## config.mk

```make
export PLATFORM = sky130hd
export DESIGN_NAME = polymetric_lane_step_sequencer
export DESIGN_NICKNAME = d
export VERILOG_FILES = /design/src/hw/rtl/plsq_pkg.sv /design/src/hw/rtl/plsq_lane_mem.sv /design/src/hw/rtl/plsq_div.sv /design/src/hw/rtl/polymetric_lane_step_sequencer.sv
export SDC_FILE = /design/constraint.sdc
export NUM_CORES = 2
export LEC_CHECK = 0
export BUFFER_PORTS_ARGS = -buffer_cell sky130_fd_sc_hd__buf_2
export CAP_MARGIN = 25
export CORE_ASPECT_RATIO = 2
export CORE_MARGIN = 4
export CORE_UTILIZATION = 45
export CTS_CLUSTER_DIAMETER = 150
export DETAILED_ROUTE_END_ITERATION = 8
export PLACE_DENSITY_LB_ADDON = 0.3
export RECOVER_POWER = 50
export SYNTH_ARGS = -nofsm -noshare
export SYNTH_HDL_FRONTEND = slang
export SYNTH_HIERARCHICAL = 1
export SYNTH_SLANG_ARGS = --single-unit
export TNS_END_PERCENT = 5
```

## constraint.sdc

```tcl
create_clock -name clk -period 11 [get_ports clk]
set_clock_uncertainty 0.05 [all_clocks]
set_input_delay 1.65 -clock clk [delete_from_list [all_inputs] [get_ports clk]]
set_output_delay 1.65 -clock clk [all_outputs]
set_load 0.01 [all_outputs]
```

## src/hw/rtl/plsq_pkg.sv

```systemverilog
`default_nettype none
// ----------------------------------------------------------------------------
// plsq_pkg
// Shared types, constants and helper functions of the nine-lane step
// sequencer.
// ----------------------------------------------------------------------------
package plsq_pkg;

	localparam int NUM_LANES  = 9;
	localparam int LANE_STEPS = 16;
	localparam int POS_W      = $clog2(LANE_STEPS);
	localparam int LEN_W      = $clog2(LANE_STEPS + 1);
	localparam int MEM_DEPTH  = NUM_LANES * LANE_STEPS;
	localparam int MEM_AW     = $clog2(MEM_DEPTH);

	localparam int DIV_W      = 32;
	localparam int DIVISOR_W  = 7;
	localparam int DIV_CNT_W  = 6;

	// request modes
	localparam logic [2:0] MODE_TICK   = 3'd0;
	localparam logic [2:0] MODE_WRITE  = 3'd1;
	localparam logic [2:0] MODE_LENDIR = 3'd2;
	localparam logic [2:0] MODE_RSTPOS = 3'd3;
	localparam logic [2:0] MODE_SEED   = 3'd4;

	// lane numbers
	localparam logic [3:0] LANE_TRIG   = 4'd0;
	localparam logic [3:0] LANE_PITCH  = 4'd1;
	localparam logic [3:0] LANE_INTV   = 4'd2;
	localparam logic [3:0] LANE_VEL    = 4'd3;
	localparam logic [3:0] LANE_OCT    = 4'd4;
	localparam logic [3:0] LANE_GATE   = 4'd5;
	localparam logic [3:0] LANE_RETRIG = 4'd6;
	localparam logic [3:0] LANE_PROB   = 4'd7;
	localparam logic [3:0] LANE_GLIDE  = 4'd8;

	// directions
	localparam logic [1:0] DIR_REV      = 2'd1;
	localparam logic [1:0] DIR_PINGPONG = 2'd2;

	// configuration register indexes
	localparam logic [2:0] CFG_SCALE_SIZE    = 3'd0;
	localparam logic [2:0] CFG_SCALE_OFFSETS = 3'd1;
	localparam logic [2:0] CFG_MAX_INTERVAL  = 3'd2;
	localparam logic [2:0] CFG_DEF_VELOCITY  = 3'd3;
	localparam logic [2:0] CFG_DEF_GATE      = 3'd4;

	localparam logic [15:0] DEFAULT_PITCH = 16'd60;
	localparam logic [6:0]  NOTE_MAX      = 7'd127;
	localparam logic [7:0]  PERCENT       = 8'd100;
	localparam logic [3:0]  SCALE_MAX     = 4'd12;

	// x / 100 == (x * PERCENT_RECIP) >> PERCENT_SHIFT for every 32-bit x
	localparam logic [31:0] PERCENT_RECIP = 32'h51EB_851F;
	localparam int          PERCENT_SHIFT = 37;
	localparam int          PERCENT_QW    = 26;

	typedef enum logic [3:0] {
		ST_IDLE,
		ST_RD,
		ST_CAP,
		ST_DEG,
		ST_DEG_WAIT,
		ST_NOTE,
		ST_RND,
		ST_RND_WAIT,
		ST_DONE
	} plsq_state_t;

	typedef struct packed {
		logic                 start;
		logic [DIV_CNT_W-1:0] steps;
		logic [DIV_W-1:0]     dividend;
		logic [DIVISOR_W-1:0] divisor;
	} div_req_t;

	typedef struct packed {
		logic                 done;
		logic [DIV_W-1:0]     quo;
		logic [DIVISOR_W-1:0] rem;
	} div_rsp_t;

	typedef struct packed {
		logic [POS_W-1:0] pos;
		logic             bounce;
	} lane_pos_t;

	function automatic logic [31:0] xorshift32(input logic [31:0] s_in);
		logic [31:0] s;
		s = s_in;
		s = s ^ (s << 13);
		s = s ^ (s >> 17);
		s = s ^ (s << 5);
		return s;
	endfunction

	function automatic lane_pos_t lane_step(input logic [LEN_W-1:0] len,
		input logic [1:0] dir, input logic [POS_W-1:0] pos, input logic bounce);
		lane_pos_t        r;
		logic [LEN_W-1:0] p;
		p = LEN_W'(pos);
		r.pos = pos;
		r.bounce = bounce;
		if (len > LEN_W'(1)) begin
			if (dir == DIR_REV) begin
				r.pos = (p == '0) ? POS_W'(len - LEN_W'(1)) : POS_W'(p - LEN_W'(1));
			end else if (dir == DIR_PINGPONG) begin
				if (!bounce) begin
					if (p >= len - LEN_W'(1)) begin
						r.bounce = 1'b1;
						r.pos = POS_W'(p - LEN_W'(1));
					end else begin
						r.pos = POS_W'(p + LEN_W'(1));
					end
				end else begin
					if (p == '0) begin
						r.bounce = 1'b0;
						r.pos = POS_W'(1);
					end else begin
						r.pos = POS_W'(p - LEN_W'(1));
					end
				end
			end else begin
				r.pos = (p + LEN_W'(1) >= len) ? '0 : POS_W'(p + LEN_W'(1));
			end
		end
		return r;
	endfunction

endpackage
`default_nettype wire

```

## src/hw/rtl/plsq_lane_mem.sv

```systemverilog
`default_nettype none
// ----------------------------------------------------------------------------
// plsq_lane_mem
// Lane step store: one write port, one registered read port, and a valid
// bit per entry so that unwritten entries read as zero after reset.
// ----------------------------------------------------------------------------
module plsq_lane_mem (
	input  wire logic                      clk,
	input  wire logic                      arst_n,
	input  wire logic                      wr_en,
	input  wire logic [plsq_pkg::MEM_AW-1:0] wr_addr,
	input  wire logic [15:0]               wr_data,
	input  wire logic [plsq_pkg::MEM_AW-1:0] rd_addr,
	output logic      [15:0]               rd_data
);
	import plsq_pkg::*;

	logic [15:0]          mem [MEM_DEPTH];
	logic [MEM_DEPTH-1:0] valid_q;
	logic [15:0]          rd_data_q;

	always_ff @(posedge clk or negedge arst_n) begin
		if (!arst_n) begin
			valid_q <= '0;
		end else if (wr_en) begin
			valid_q[wr_addr] <= 1'b1;
		end
	end

	always_ff @(posedge clk) begin
		if (wr_en) begin
			mem[wr_addr] <= wr_data;
		end
		rd_data_q <= valid_q[rd_addr] ? mem[rd_addr] : '0;
	end

	assign rd_data = rd_data_q;

endmodule
`default_nettype wire

```

## src/hw/rtl/plsq_div.sv

```systemverilog
`default_nettype none
// ----------------------------------------------------------------------------
// plsq_div
// Bit-serial restoring divider, one quotient bit per cycle.
// The dividend is taken MSB first; run 'steps' iterations.
// ----------------------------------------------------------------------------
module plsq_div (
	input  wire logic               clk,
	input  wire logic               arst_n,
	input  wire plsq_pkg::div_req_t req,
	output plsq_pkg::div_rsp_t      rsp
);
	import plsq_pkg::*;

	logic                 busy_q;
	logic                 done_q;
	logic [DIV_CNT_W-1:0] cnt_q;
	logic [DIV_W-1:0]     quo_q;
	logic [DIVISOR_W-1:0] rem_q;
	logic [DIVISOR_W-1:0] dvs_q;
	logic [DIVISOR_W:0]   trial;
	logic                 take;

	always_comb begin
		trial = {rem_q, quo_q[DIV_W-1]};
		take  = trial >= {1'b0, dvs_q};
	end

	always_ff @(posedge clk or negedge arst_n) begin
		if (!arst_n) begin
			busy_q <= 1'b0;
			done_q <= 1'b0;
			cnt_q  <= '0;
		end else begin
			done_q <= 1'b0;
			if (req.start) begin
				busy_q <= 1'b1;
				cnt_q  <= req.steps;
			end else if (busy_q) begin
				cnt_q <= cnt_q - DIV_CNT_W'(1);
				if (cnt_q == DIV_CNT_W'(1)) begin
					busy_q <= 1'b0;
					done_q <= 1'b1;
				end
			end
		end
	end

	always_ff @(posedge clk) begin
		if (req.start) begin
			quo_q <= req.dividend;
			rem_q <= '0;
			dvs_q <= req.divisor;
		end else if (busy_q) begin
			quo_q <= {quo_q[DIV_W-2:0], take};
			rem_q <= take ? DIVISOR_W'(trial - {1'b0, dvs_q}) : trial[DIVISOR_W-1:0];
		end
	end

	assign rsp.done = done_q;
	assign rsp.quo  = quo_q;
	assign rsp.rem  = rem_q;

endmodule
`default_nettype wire

```

## src/hw/rtl/polymetric_lane_step_sequencer.sv

```systemverilog
`default_nettype none
// ----------------------------------------------------------------------------
// polymetric_lane_step_sequencer
// Nine-lane polymetric step sequencer with scale mapping and probability.
// ----------------------------------------------------------------------------
// Takes one request at a time and returns exactly one result per request.
// Write, length/direction, position-reset, seed and unknown requests go
// from idle straight to the done state. A tick that does not fire reads only
// the trigger lane. A firing tick reads the nine lanes one after another
// through the single read port of the lane store (a read and a capture state
// per lane), sets up the scale degree, runs the bit-serial divider (8
// quotient bits, skipped for a chromatic scale or an empty interval lane),
// registers the note, derives the random percent by reciprocal
// multiplication (only when the probability step is below 100) and hands
// off the result from the done state. The result sits in an output
// register, so a new request is taken as soon as the sequencer returns to
// idle, even if the last result has not yet been taken; a second result
// waits in the done state until the output register frees up. The lane
// store clears through per-entry valid bits at reset, so no clearing pass
// is needed.
// ----------------------------------------------------------------------------
module polymetric_lane_step_sequencer (
	input  wire logic        clk,
	input  wire logic        arst_n,
	input  wire logic        cfg_wen,
	input  wire logic [2:0]  cfg_index,
	input  wire logic [47:0] cfg_data,
	input  wire logic        in_valid,
	output logic             in_stall,
	input  wire logic [2:0]  mode,
	input  wire logic [3:0]  lane,
	input  wire logic [3:0]  slot,
	input  wire logic signed [15:0] value,
	input  wire logic [4:0]  length,
	input  wire logic [1:0]  direction,
	input  wire logic [31:0] seed,
	output logic             out_valid,
	input  wire logic        out_stall,
	output logic             fired,
	output logic [6:0]       note,
	output logic [7:0]       velocity,
	output logic [7:0]       gate_length,
	output logic [7:0]       retrigger_count,
	output logic             glide_on
);
	import plsq_pkg::*;

	// configuration
	logic [3:0]  scale_size_q;
	logic [47:0] scale_offsets_q;
	logic [6:0]  max_interval_q;
	logic [7:0]  def_velocity_q;
	logic [7:0]  def_gate_q;

	// lane control
	logic [LEN_W-1:0] len_q    [NUM_LANES];
	logic [1:0]       dir_q    [NUM_LANES];
	logic [POS_W-1:0] pos_q    [NUM_LANES];
	logic             bounce_q [NUM_LANES];

	plsq_state_t state_q, state_d;

	logic              accept;
	logic              out_load;
	logic [3:0]        cur_q;
	logic              fire_q;
	logic              drop_q;
	logic signed [15:0] pitch_q;
	logic signed [7:0] acc_q;
	logic              use_int_q;
	logic [7:0]        vel_q;
	logic signed [15:0] oct_q;
	logic [7:0]        gate_q;
	logic [7:0]        retrig_q;
	logic              use_prob_q;
	logic [7:0]        prob_q;
	logic              glide_q;
	logic signed [11:0] semis_q;
	logic [6:0]        note_q;
	logic [31:0]       rand_q;
	logic [PERCENT_QW-1:0] rnd_quo_q;

	// output register
	logic       out_valid_q;
	logic       fired_q;
	logic [6:0] note_o_q;
	logic [7:0] vel_o_q;
	logic [7:0] gate_o_q;
	logic [7:0] retrig_o_q;
	logic       glide_o_q;

	// lane store
	logic              mem_we;
	logic [MEM_AW-1:0] mem_waddr;
	logic [MEM_AW-1:0] mem_raddr;
	logic [15:0]       mem_rdata;
	logic [15:0]       lane_val;
	logic              lane_live;
	lane_pos_t         adv;

	div_req_t div_req;
	div_rsp_t div_rsp;

	// datapath helpers
	logic [3:0]         scale_n;
	logic               chromatic;
	logic signed [16:0] acc_sum;
	logic signed [16:0] lim_pos;
	logic signed [16:0] lim_neg;
	logic signed [7:0]  acc_next;
	logic [7:0]         acc_abs;
	logic [31:0]        rand_next;
	logic [63:0]        rnd_prod;
	logic [31:0]        rnd_rem;
	logic [7:0]         deg_q8;
	logic [3:0]         deg_r4;
	logic signed [7:0]  deg_oct;
	logic [3:0]         deg_rem;
	logic [3:0]         deg_ofs;
	logic signed [11:0] deg_semis;
	logic signed [21:0] oct_ext;
	logic signed [21:0] note_sum;
	logic [6:0]         note_clamp;

	assign accept   = in_valid && !in_stall;
	assign in_stall = state_q != ST_IDLE;
	assign out_load = (state_q == ST_DONE) && (!out_valid_q || !out_stall);

	// Store writes happen only on accepted write requests in idle; read data is
	// used only while walking the lanes of a tick, so the two ports never collide.
	assign mem_we    = accept && mode == MODE_WRITE && 32'(lane) < NUM_LANES
		&& 32'(slot) < LANE_STEPS;
	assign mem_waddr = MEM_AW'(32'(lane) * LANE_STEPS + 32'(slot));
	assign mem_raddr = MEM_AW'(32'(cur_q) * LANE_STEPS + 32'(pos_q[cur_q]));

	plsq_lane_mem u_mem (
		.clk     (clk),
		.arst_n  (arst_n),
		.wr_en   (mem_we),
		.wr_addr (mem_waddr),
		.wr_data (value),
		.rd_addr (mem_raddr),
		.rd_data (mem_rdata)
	);

	plsq_div u_div (
		.clk    (clk),
		.arst_n (arst_n),
		.req    (div_req),
		.rsp    (div_rsp)
	);

	always_comb begin
		// an empty lane reads as zero
		lane_live = len_q[cur_q] != '0;
		lane_val  = lane_live ? mem_rdata : '0;
		adv       = lane_step(len_q[cur_q], dir_q[cur_q], pos_q[cur_q], bounce_q[cur_q]);

		scale_n   = (scale_size_q > SCALE_MAX) ? SCALE_MAX : scale_size_q;
		chromatic = scale_n <= 4'd1;

		// interval accumulation, clamped to +/- max_interval
		acc_sum  = $signed({{9{acc_q[7]}}, acc_q}) + $signed({lane_val[15], lane_val});
		lim_pos  = $signed({10'd0, max_interval_q});
		lim_neg  = -lim_pos;
		if (acc_sum > lim_pos) begin
			acc_next = lim_pos[7:0];
		end else if (acc_sum < lim_neg) begin
			acc_next = lim_neg[7:0];
		end else begin
			acc_next = acc_sum[7:0];
		end
		acc_abs = acc_q[7] ? 8'(-acc_q) : 8'(acc_q);

		// floored division result: a negative degree with a remainder
		// rounds the octave down and folds the remainder back up
		deg_q8 = div_rsp.quo[7:0];
		deg_r4 = div_rsp.rem[3:0];
		if (acc_q[7]) begin
			deg_oct = (deg_r4 != '0) ? $signed(~deg_q8) : $signed(-deg_q8);
			deg_rem = (deg_r4 != '0) ? scale_n - deg_r4 : '0;
		end else begin
			deg_oct = $signed(deg_q8);
			deg_rem = deg_r4;
		end
		deg_ofs   = (deg_rem != '0) ? scale_offsets_q[{deg_rem, 2'b00} +: 4] : '0;
		deg_semis = ($signed({{4{deg_oct[7]}}, deg_oct}) <<< 3)
			+ ($signed({{4{deg_oct[7]}}, deg_oct}) <<< 2)
			+ $signed({8'd0, deg_ofs});

		oct_ext  = $signed({{6{oct_q[15]}}, oct_q});
		note_sum = $signed({{6{pitch_q[15]}}, pitch_q})
			+ $signed({{10{semis_q[11]}}, semis_q})
			+ (oct_ext <<< 3) + (oct_ext <<< 2);
		if (note_sum < 0) begin
			note_clamp = '0;
		end else if (note_sum > $signed({15'd0, NOTE_MAX})) begin
			note_clamp = NOTE_MAX;
		end else begin
			note_clamp = note_sum[6:0];
		end

		// random percent: quotient by reciprocal multiply, then remainder
		rand_next = xorshift32(rand_q);
		rnd_prod  = {32'd0, rand_next} * {32'd0, PERCENT_RECIP};
		rnd_rem   = rand_q - 32'(rnd_quo_q) * 32'(PERCENT);
	end

	// --- sequencer --------------------------------------------------------
	always_ff @(posedge clk or negedge arst_n) begin
		if (!arst_n) begin
			state_q <= ST_IDLE;
		end else begin
			state_q <= state_d;
		end
	end

	always_comb begin
		state_d         = state_q;
		div_req.start    = 1'b0;
		div_req.steps    = DIV_CNT_W'(8);
		div_req.dividend = {acc_abs, 24'd0};
		div_req.divisor  = DIVISOR_W'(scale_n);
		case (state_q)
			ST_IDLE: begin
				if (accept) begin
					state_d = (mode == MODE_TICK) ? ST_RD : ST_DONE;
				end
			end
			ST_RD: begin
				state_d = ST_CAP;
			end
			ST_CAP: begin
				if (cur_q == LANE_TRIG) begin
					state_d = (len_q[cur_q] != '0 && lane_val != '0) ? ST_RD : ST_DONE;
				end else if (cur_q == LANE_GLIDE) begin
					state_d = ST_DEG;
				end else begin
					state_d = ST_RD;
				end
			end
			ST_DEG: begin
				if (use_int_q && !chromatic) begin
					div_req.start = 1'b1;
					state_d = ST_DEG_WAIT;
				end else begin
					state_d = ST_NOTE;
				end
			end
			ST_DEG_WAIT: begin
				if (div_rsp.done) begin
					state_d = ST_NOTE;
				end
			end
			ST_NOTE: begin
				state_d = use_prob_q ? ST_RND : ST_DONE;
			end
			ST_RND: begin
				state_d = ST_RND_WAIT;
			end
			ST_RND_WAIT: begin
				state_d = ST_DONE;
			end
			ST_DONE: begin
				if (out_load) begin
					state_d = ST_IDLE;
				end
			end
			default: begin
				state_d = ST_IDLE;
			end
		endcase
	end

	// --- configuration ------------------------------------------------------
	always_ff @(posedge clk or negedge arst_n) begin
		if (!arst_n) begin
			scale_size_q    <= 4'd7;
			scale_offsets_q <= '0;
			max_interval_q  <= 7'd48;
			def_velocity_q  <= 8'd100;
			def_gate_q      <= 8'd50;
		end else if (cfg_wen) begin
			case (cfg_index)
				CFG_SCALE_SIZE:    scale_size_q    <= cfg_data[3:0];
				CFG_SCALE_OFFSETS: scale_offsets_q <= cfg_data;
				CFG_MAX_INTERVAL:  max_interval_q  <= cfg_data[6:0];
				CFG_DEF_VELOCITY:  def_velocity_q  <= cfg_data[7:0];
				CFG_DEF_GATE:      def_gate_q      <= cfg_data[7:0];
				default: ;
			endcase
		end
	end

	// --- lane length, direction and position --------------------------------
	always_ff @(posedge clk or negedge arst_n) begin
		if (!arst_n) begin
			for (int i = 0; i < NUM_LANES; i++) begin
				len_q[i]    <= '0;
				dir_q[i]    <= '0;
				pos_q[i]    <= '0;
				bounce_q[i] <= 1'b0;
			end
		end else if (accept && mode == MODE_LENDIR && 32'(lane) < NUM_LANES) begin
			// saturate the length; drop a position that falls outside it
			if (32'(length) > LANE_STEPS) begin
				len_q[lane] <= LEN_W'(LANE_STEPS);
				if (LEN_W'(pos_q[lane]) >= LEN_W'(LANE_STEPS)) begin
					pos_q[lane]    <= '0;
					bounce_q[lane] <= 1'b0;
				end
			end else begin
				len_q[lane] <= LEN_W'(length);
				if (32'(pos_q[lane]) >= 32'(length)) begin
					pos_q[lane]    <= '0;
					bounce_q[lane] <= 1'b0;
				end
			end
			dir_q[lane] <= direction;
		end else if (accept && mode == MODE_RSTPOS) begin
			for (int i = 0; i < NUM_LANES; i++) begin
				pos_q[i]    <= '0;
				bounce_q[i] <= 1'b0;
			end
		end else if (state_q == ST_CAP) begin
			// the trigger lane always advances; others only on a fired tick
			pos_q[cur_q]    <= adv.pos;
			bounce_q[cur_q] <= adv.bounce;
		end
	end

	// --- tick datapath ------------------------------------------------------
	always_ff @(posedge clk or negedge arst_n) begin
		if (!arst_n) begin
			cur_q      <= LANE_TRIG;
			fire_q     <= 1'b0;
			drop_q     <= 1'b0;
			acc_q      <= '0;
			rand_q     <= 32'd1;
			rnd_quo_q  <= '0;
			use_int_q  <= 1'b0;
			use_prob_q <= 1'b0;
			pitch_q    <= '0;
			vel_q      <= '0;
			oct_q      <= '0;
			gate_q     <= '0;
			retrig_q   <= '0;
			prob_q     <= '0;
			glide_q    <= 1'b0;
			semis_q    <= '0;
			note_q     <= '0;
		end else begin
			case (state_q)
				ST_IDLE: begin
					if (accept) begin
						cur_q  <= LANE_TRIG;
						fire_q <= 1'b0;
						drop_q <= 1'b0;
						if (mode == MODE_RSTPOS) begin
							acc_q <= '0;
						end
						if (mode == MODE_SEED) begin
							rand_q <= (seed == '0) ? 32'd1 : seed;
						end
					end
				end
				ST_CAP: begin
					cur_q <= cur_q + 4'd1;
					case (cur_q)
						LANE_TRIG:   fire_q <= lane_live && lane_val != '0;
						LANE_PITCH:  pitch_q <= lane_live ? $signed(lane_val)
							: $signed(DEFAULT_PITCH);
						LANE_INTV: begin
							use_int_q <= lane_live;
							if (lane_live) begin
								acc_q <= acc_next;
							end
						end
						LANE_VEL:    vel_q <= lane_live ? lane_val[7:0] : def_velocity_q;
						LANE_OCT:    oct_q <= $signed(lane_val);
						LANE_GATE:   gate_q <= lane_live ? lane_val[7:0] : def_gate_q;
						LANE_RETRIG: retrig_q <= lane_val[7:0];
						LANE_PROB: begin
							use_prob_q <= lane_live && lane_val[7:0] < PERCENT;
							prob_q     <= lane_val[7:0];
						end
						LANE_GLIDE:  glide_q <= lane_val != '0;
						default: ;
					endcase
				end
				ST_DEG: begin
					// chromatic scale passes degrees straight through
					semis_q <= use_int_q ? 12'($signed(acc_q)) : '0;
				end
				ST_DEG_WAIT: begin
					if (div_rsp.done) begin
						semis_q <= deg_semis;
					end
				end
				ST_NOTE: begin
					note_q <= note_clamp;
				end
				ST_RND: begin
					// advance the generator and hold the quotient by 100
					rand_q    <= rand_next;
					rnd_quo_q <= rnd_prod[PERCENT_SHIFT +: PERCENT_QW];
				end
				ST_RND_WAIT: begin
					drop_q <= rnd_rem[7:0] >= prob_q;
				end
				default: ;
			endcase
		end
	end

	// --- output register ----------------------------------------------------
	always_ff @(posedge clk or negedge arst_n) begin
		if (!arst_n) begin
			out_valid_q <= 1'b0;
		end else if (out_load) begin
			out_valid_q <= 1'b1;
		end else if (!out_stall) begin
			out_valid_q <= 1'b0;
		end
	end

	always_ff @(posedge clk) begin
		if (out_load) begin
			// rests, drops and non-tick requests report all zeros
			fired_q    <= fire_q && !drop_q;
			note_o_q   <= (fire_q && !drop_q) ? note_q : '0;
			vel_o_q    <= (fire_q && !drop_q) ? vel_q : '0;
			gate_o_q   <= (fire_q && !drop_q) ? gate_q : '0;
			retrig_o_q <= (fire_q && !drop_q) ? retrig_q : '0;
			glide_o_q  <= fire_q && !drop_q && glide_q;
		end
	end

	assign out_valid       = out_valid_q;
	assign fired           = fired_q;
	assign note            = note_o_q;
	assign velocity        = vel_o_q;
	assign gate_length     = gate_o_q;
	assign retrigger_count = retrig_o_q;
	assign glide_on        = glide_o_q;

`ifndef SYNTH
	a_rest_zero: assert property (@(posedge clk) disable iff (!arst_n)
		out_valid && !fired |-> note == '0 && velocity == '0 && gate_length == '0
			&& retrigger_count == '0 && !glide_on)
		else $error("rest result carries nonzero fields");

	a_rand_nonzero: assert property (@(posedge clk) disable iff (!arst_n)
		rand_q != '0)
		else $error("random state reached zero");

	a_div_done_wait: assert property (@(posedge clk) disable iff (!arst_n)
		div_rsp.done |-> state_q == ST_DEG_WAIT || state_q == ST_RND_WAIT)
		else $error("divider finished outside a wait state");
`endif

endmodule
`default_nettype wire

```

==> flow_metrics.env <==
export IMPL_fin_crit_ps=9740
export IMPL_fillerInstances=24210
export IMPL_synth_commonest_cells="2,376 x edfxtp_1, 647 x inv_1, 585 x mux4_2"
export IMPL_grt_pass1_vias=78186
export IMPL_cts_buffer_depth=4
export IMPL_holdBufCountCts=0
export IMPL_regArea_mm2=0.0837
export IMPL_max_freq_mhz=103
export IMPL_place_gp_congestion=1.01
export IMPL_synth_ff_latch_count=2873
export IMPL_rsz0062_at_grt="no"
export IMPL_syn_to_final_growth_pct=10.8
export IMPL_crit_start="cur_q[0]"
export IMPL_clk_latency_ps=900
export IMPL_htreeDepth=4
export IMPL_drc_errors=0
export IMPL_wl_per_cell_um=31.2
export IMPL_synth_top_area_cell="edfxtp_1"
export IMPL_grt_first_pass_wirelength_um=559000
export IMPL_antenna_left=0
export IMPL_avgViaCountPerCell=5.93
export IMPL_report_final_slew_viol_count=2774
export IMPL_dieArea_mm2=0.304
export IMPL_r2r_start="cur_q[0]"
export IMPL_dp_final_hpwl_um=272000
export IMPL_num_vias=74285
export IMPL_initial_utilization_pct=45.3
export IMPL_cap_viol_max_count=41
export IMPL_clkTransAtPathRegs_ps=70
export IMPL_yosys_area_top_type_share_pct=53.7
export IMPL_yosysMostFrequentCell="edfxtp_1"
export IMPL_tightestPinTransition_ps=6250
export IMPL_firstDrtPassIters=8
export IMPL_syn_cell_area_mm2=0.133
export IMPL_drive_above_1_share_pct=22.0
export IMPL_root_buffer="clkbuf_16"
export IMPL_placementRows=281
export IMPL_cts_tree="done"
export IMPL_cts_num_sinks=2873
export IMPL_synth_edf_count=2376
export IMPL_worstSetupPathType="reg -> reg"
export IMPL_drt_iter0_drc=6652
export IMPL_nNetsFinal=9340
export IMPL_failed_checks="capacitance limit, slew limit"
export IMPL_worst_ep_arrival_time_ps=10390
export IMPL_maxSlewHeadroom_pct=-317
export IMPL_fin_setup_tns_ps=0
export IMPL_fin_crit_sh_pct=88.5
export IMPL_overflow=0
export IMPL_r2r_setup_slack_ps=1260
export IMPL_antenna_found_initial=28
export IMPL_drt_total_wl_um=391000
export IMPL_setup_viol=0
export IMPL_cp_start_kind="flop"
export IMPL_multiInputGateArea_mm2=0.0450
export IMPL_syn_area_per_cell_um2=16.4
export IMPL_seq_area_frac_synth_pct=63.0
export IMPL_finalHoldViolCount=0
export IMPL_synth_area_leaders="edfxtp_1 54%, mux4_2 9.9%, dfrtp_1 8.7%, fa_1 5.2%, ha_1 3.6%"
export IMPL_io_pins=157
export IMPL_cts_resized=0
export IMPL_cp_max_fo=53
export IMPL_ys_warn_count=6
export IMPL_hold_path_class="reg -> reg"
export IMPL_required_ps=11660
export IMPL_async_reset_ff_share_pct=16.5
export IMPL_r2r_end="u_mem/rd_data[8]"
export IMPL_crit_path_end="u_mem/rd_data[8]"
export IMPL_die_w_um=392
export IMPL_outcome="complete, but fails checks"
export IMPL_portBuffers=156
export IMPL_reg2reg_depth=15
export IMPL_end_kind="flop"
export IMPL_syn_inst=8123
export IMPL_postCtsSetupRepairBufs=0
export IMPL_core_area_mm2=0.293
export IMPL_grt_max_degree=174
export IMPL_synth_flop_cell="edfxtp_1"
export IMPL_cts_made_buffers=236
export IMPL_synthDistinctLibCells=116
export IMPL_die_height_um=776
export IMPL_grt_usage_pct=25.6
worst min-delay path by stage:
stage	from	to	slack (ps)	depth (start not counted)
finish	u_mem/valid_q[89]	u_mem/valid_q[89]	410	1
global route	u_mem/valid_q[109]	u_mem/valid_q[109]	430	1
detailed placement	u_mem/valid_q[89]	u_mem/valid_q[89]	400	1
floorplan	u_mem/valid_q[107]	u_mem/valid_q[107]	380	1
CTS	u_mem/valid_q[89]	u_mem/valid_q[89]	410	1
global placement	u_mem/valid_q[107]	u_mem/valid_q[107]	390	1
cell usage in the layout, fill, tap and decap left out, types with 29 or more instances in the layout:
cell,instances
conb_1,33
edfxtp_1,2376
o21ai_0,279
nand3_1,74
clkinv_1,35
clkbuf_16,241
ha_1,382
clkbuf_1,92
nor3_1,68
o22ai_1,50
nor2_1,215
mux4_1,36
a31oi_1,36
and2_0,30
a21o_1,46
and2_1,37
o211ai_1,29
xnor2_1,115
buf_4,256
mux2i_1,226
xor2_1,49
clkinv_2,53
nor2b_1,45
a21oi_1,189
inv_1,645
buf_2,134
nand2b_1,42
fa_1,342
nor2_2,113
or2_2,163
mux4_2,585
nand2_1,409
a22oi_1,46
bufinv_16,30
a221oi_1,31
dfrtp_1,460
mux2_2,177
cell type report:
cell class	instances	area share, %
sequential	2873	56.8
multi-input combinational	4259	30.6
clock buffer	296	4.33
tap	3820	3.25
timing repair buffer	468	2.22
inverter	656	1.68
clock inverter	138	1.06
antenna	23	0.0391
state kept, by name, summed over array words and instances, names as in the netlist, 18 cells and up:
signal and count:
dir_q 18, len_q 45, pos_q 36, rand_q 32
scale_offsets_q 44, u_div/quo_q 32, u_mem/mem 2304, u_mem/valid_q 144
routing by layer:
| metal | wire length (um) | track usage [%] | vias to the layer above |
|---|---|---|---|
| li1 | - | - | 31404 |
| met5 | 149 | 0 | - |
| met1 | 124000 | 26.6 | 38985 |
| met4 | 37200 | 19.3 | 24 |
| met3 | 21000 | 3.38 | 998 |
| met2 | 208000 | 46.7 | 2874 |
critical path: stages (launching register included):
cell and delay, ps:
dfrtp_1 1860, clkbuf_1 2190, mux4_2 710, nand2_1 90, a21oi_1 130, nor2_1 540, inv_4 420, buf_4 390
inv_6 400, buf_12 440, o221ai_1 210, o21ai_0 640, nand2_1 160, o311ai_0 250, a21oi_1 290, nor4_1 570
metrics by stage:
step | setup WS (ps) | utilization [%] | cell area [um2] | hold slack [ps] | instances
final | 1260 | 50.2 | 147000 | 411 | 12533
after global routing | 971 | 50.2 | 147000 | 425 | 12524
after CTS | 1880 | 50.2 | 147000 | 413 | 12501
after detailed placement | 1880 | 47.5 | 139000 | 395 | 12067
after global placement | 1940 | 47.5 | 139000 | 392 | 12057
after floorplan | 3070 | - | 133000 | 380 | 8154
kinds of logic (layout without fill, tap and decap cells):
kind of cell    count (synthesis)  count (layout)  share of synthesized area (%)
flops                        2873            2873                           63.0
simple gates                 1343            1343                           4.90
mux                          1029            1029                           13.9
buf+inv                      1022            1558                           3.54
compound gates                959             959                           4.78
fa+ha+maj                     726             726                           8.77
xor+xnor                      169             169                           1.11
other cells                     2              56                        0.00565
Power is not shown: default switching activity piles up to over one toggle a cycle in this logic, so the estimate is an artifact.
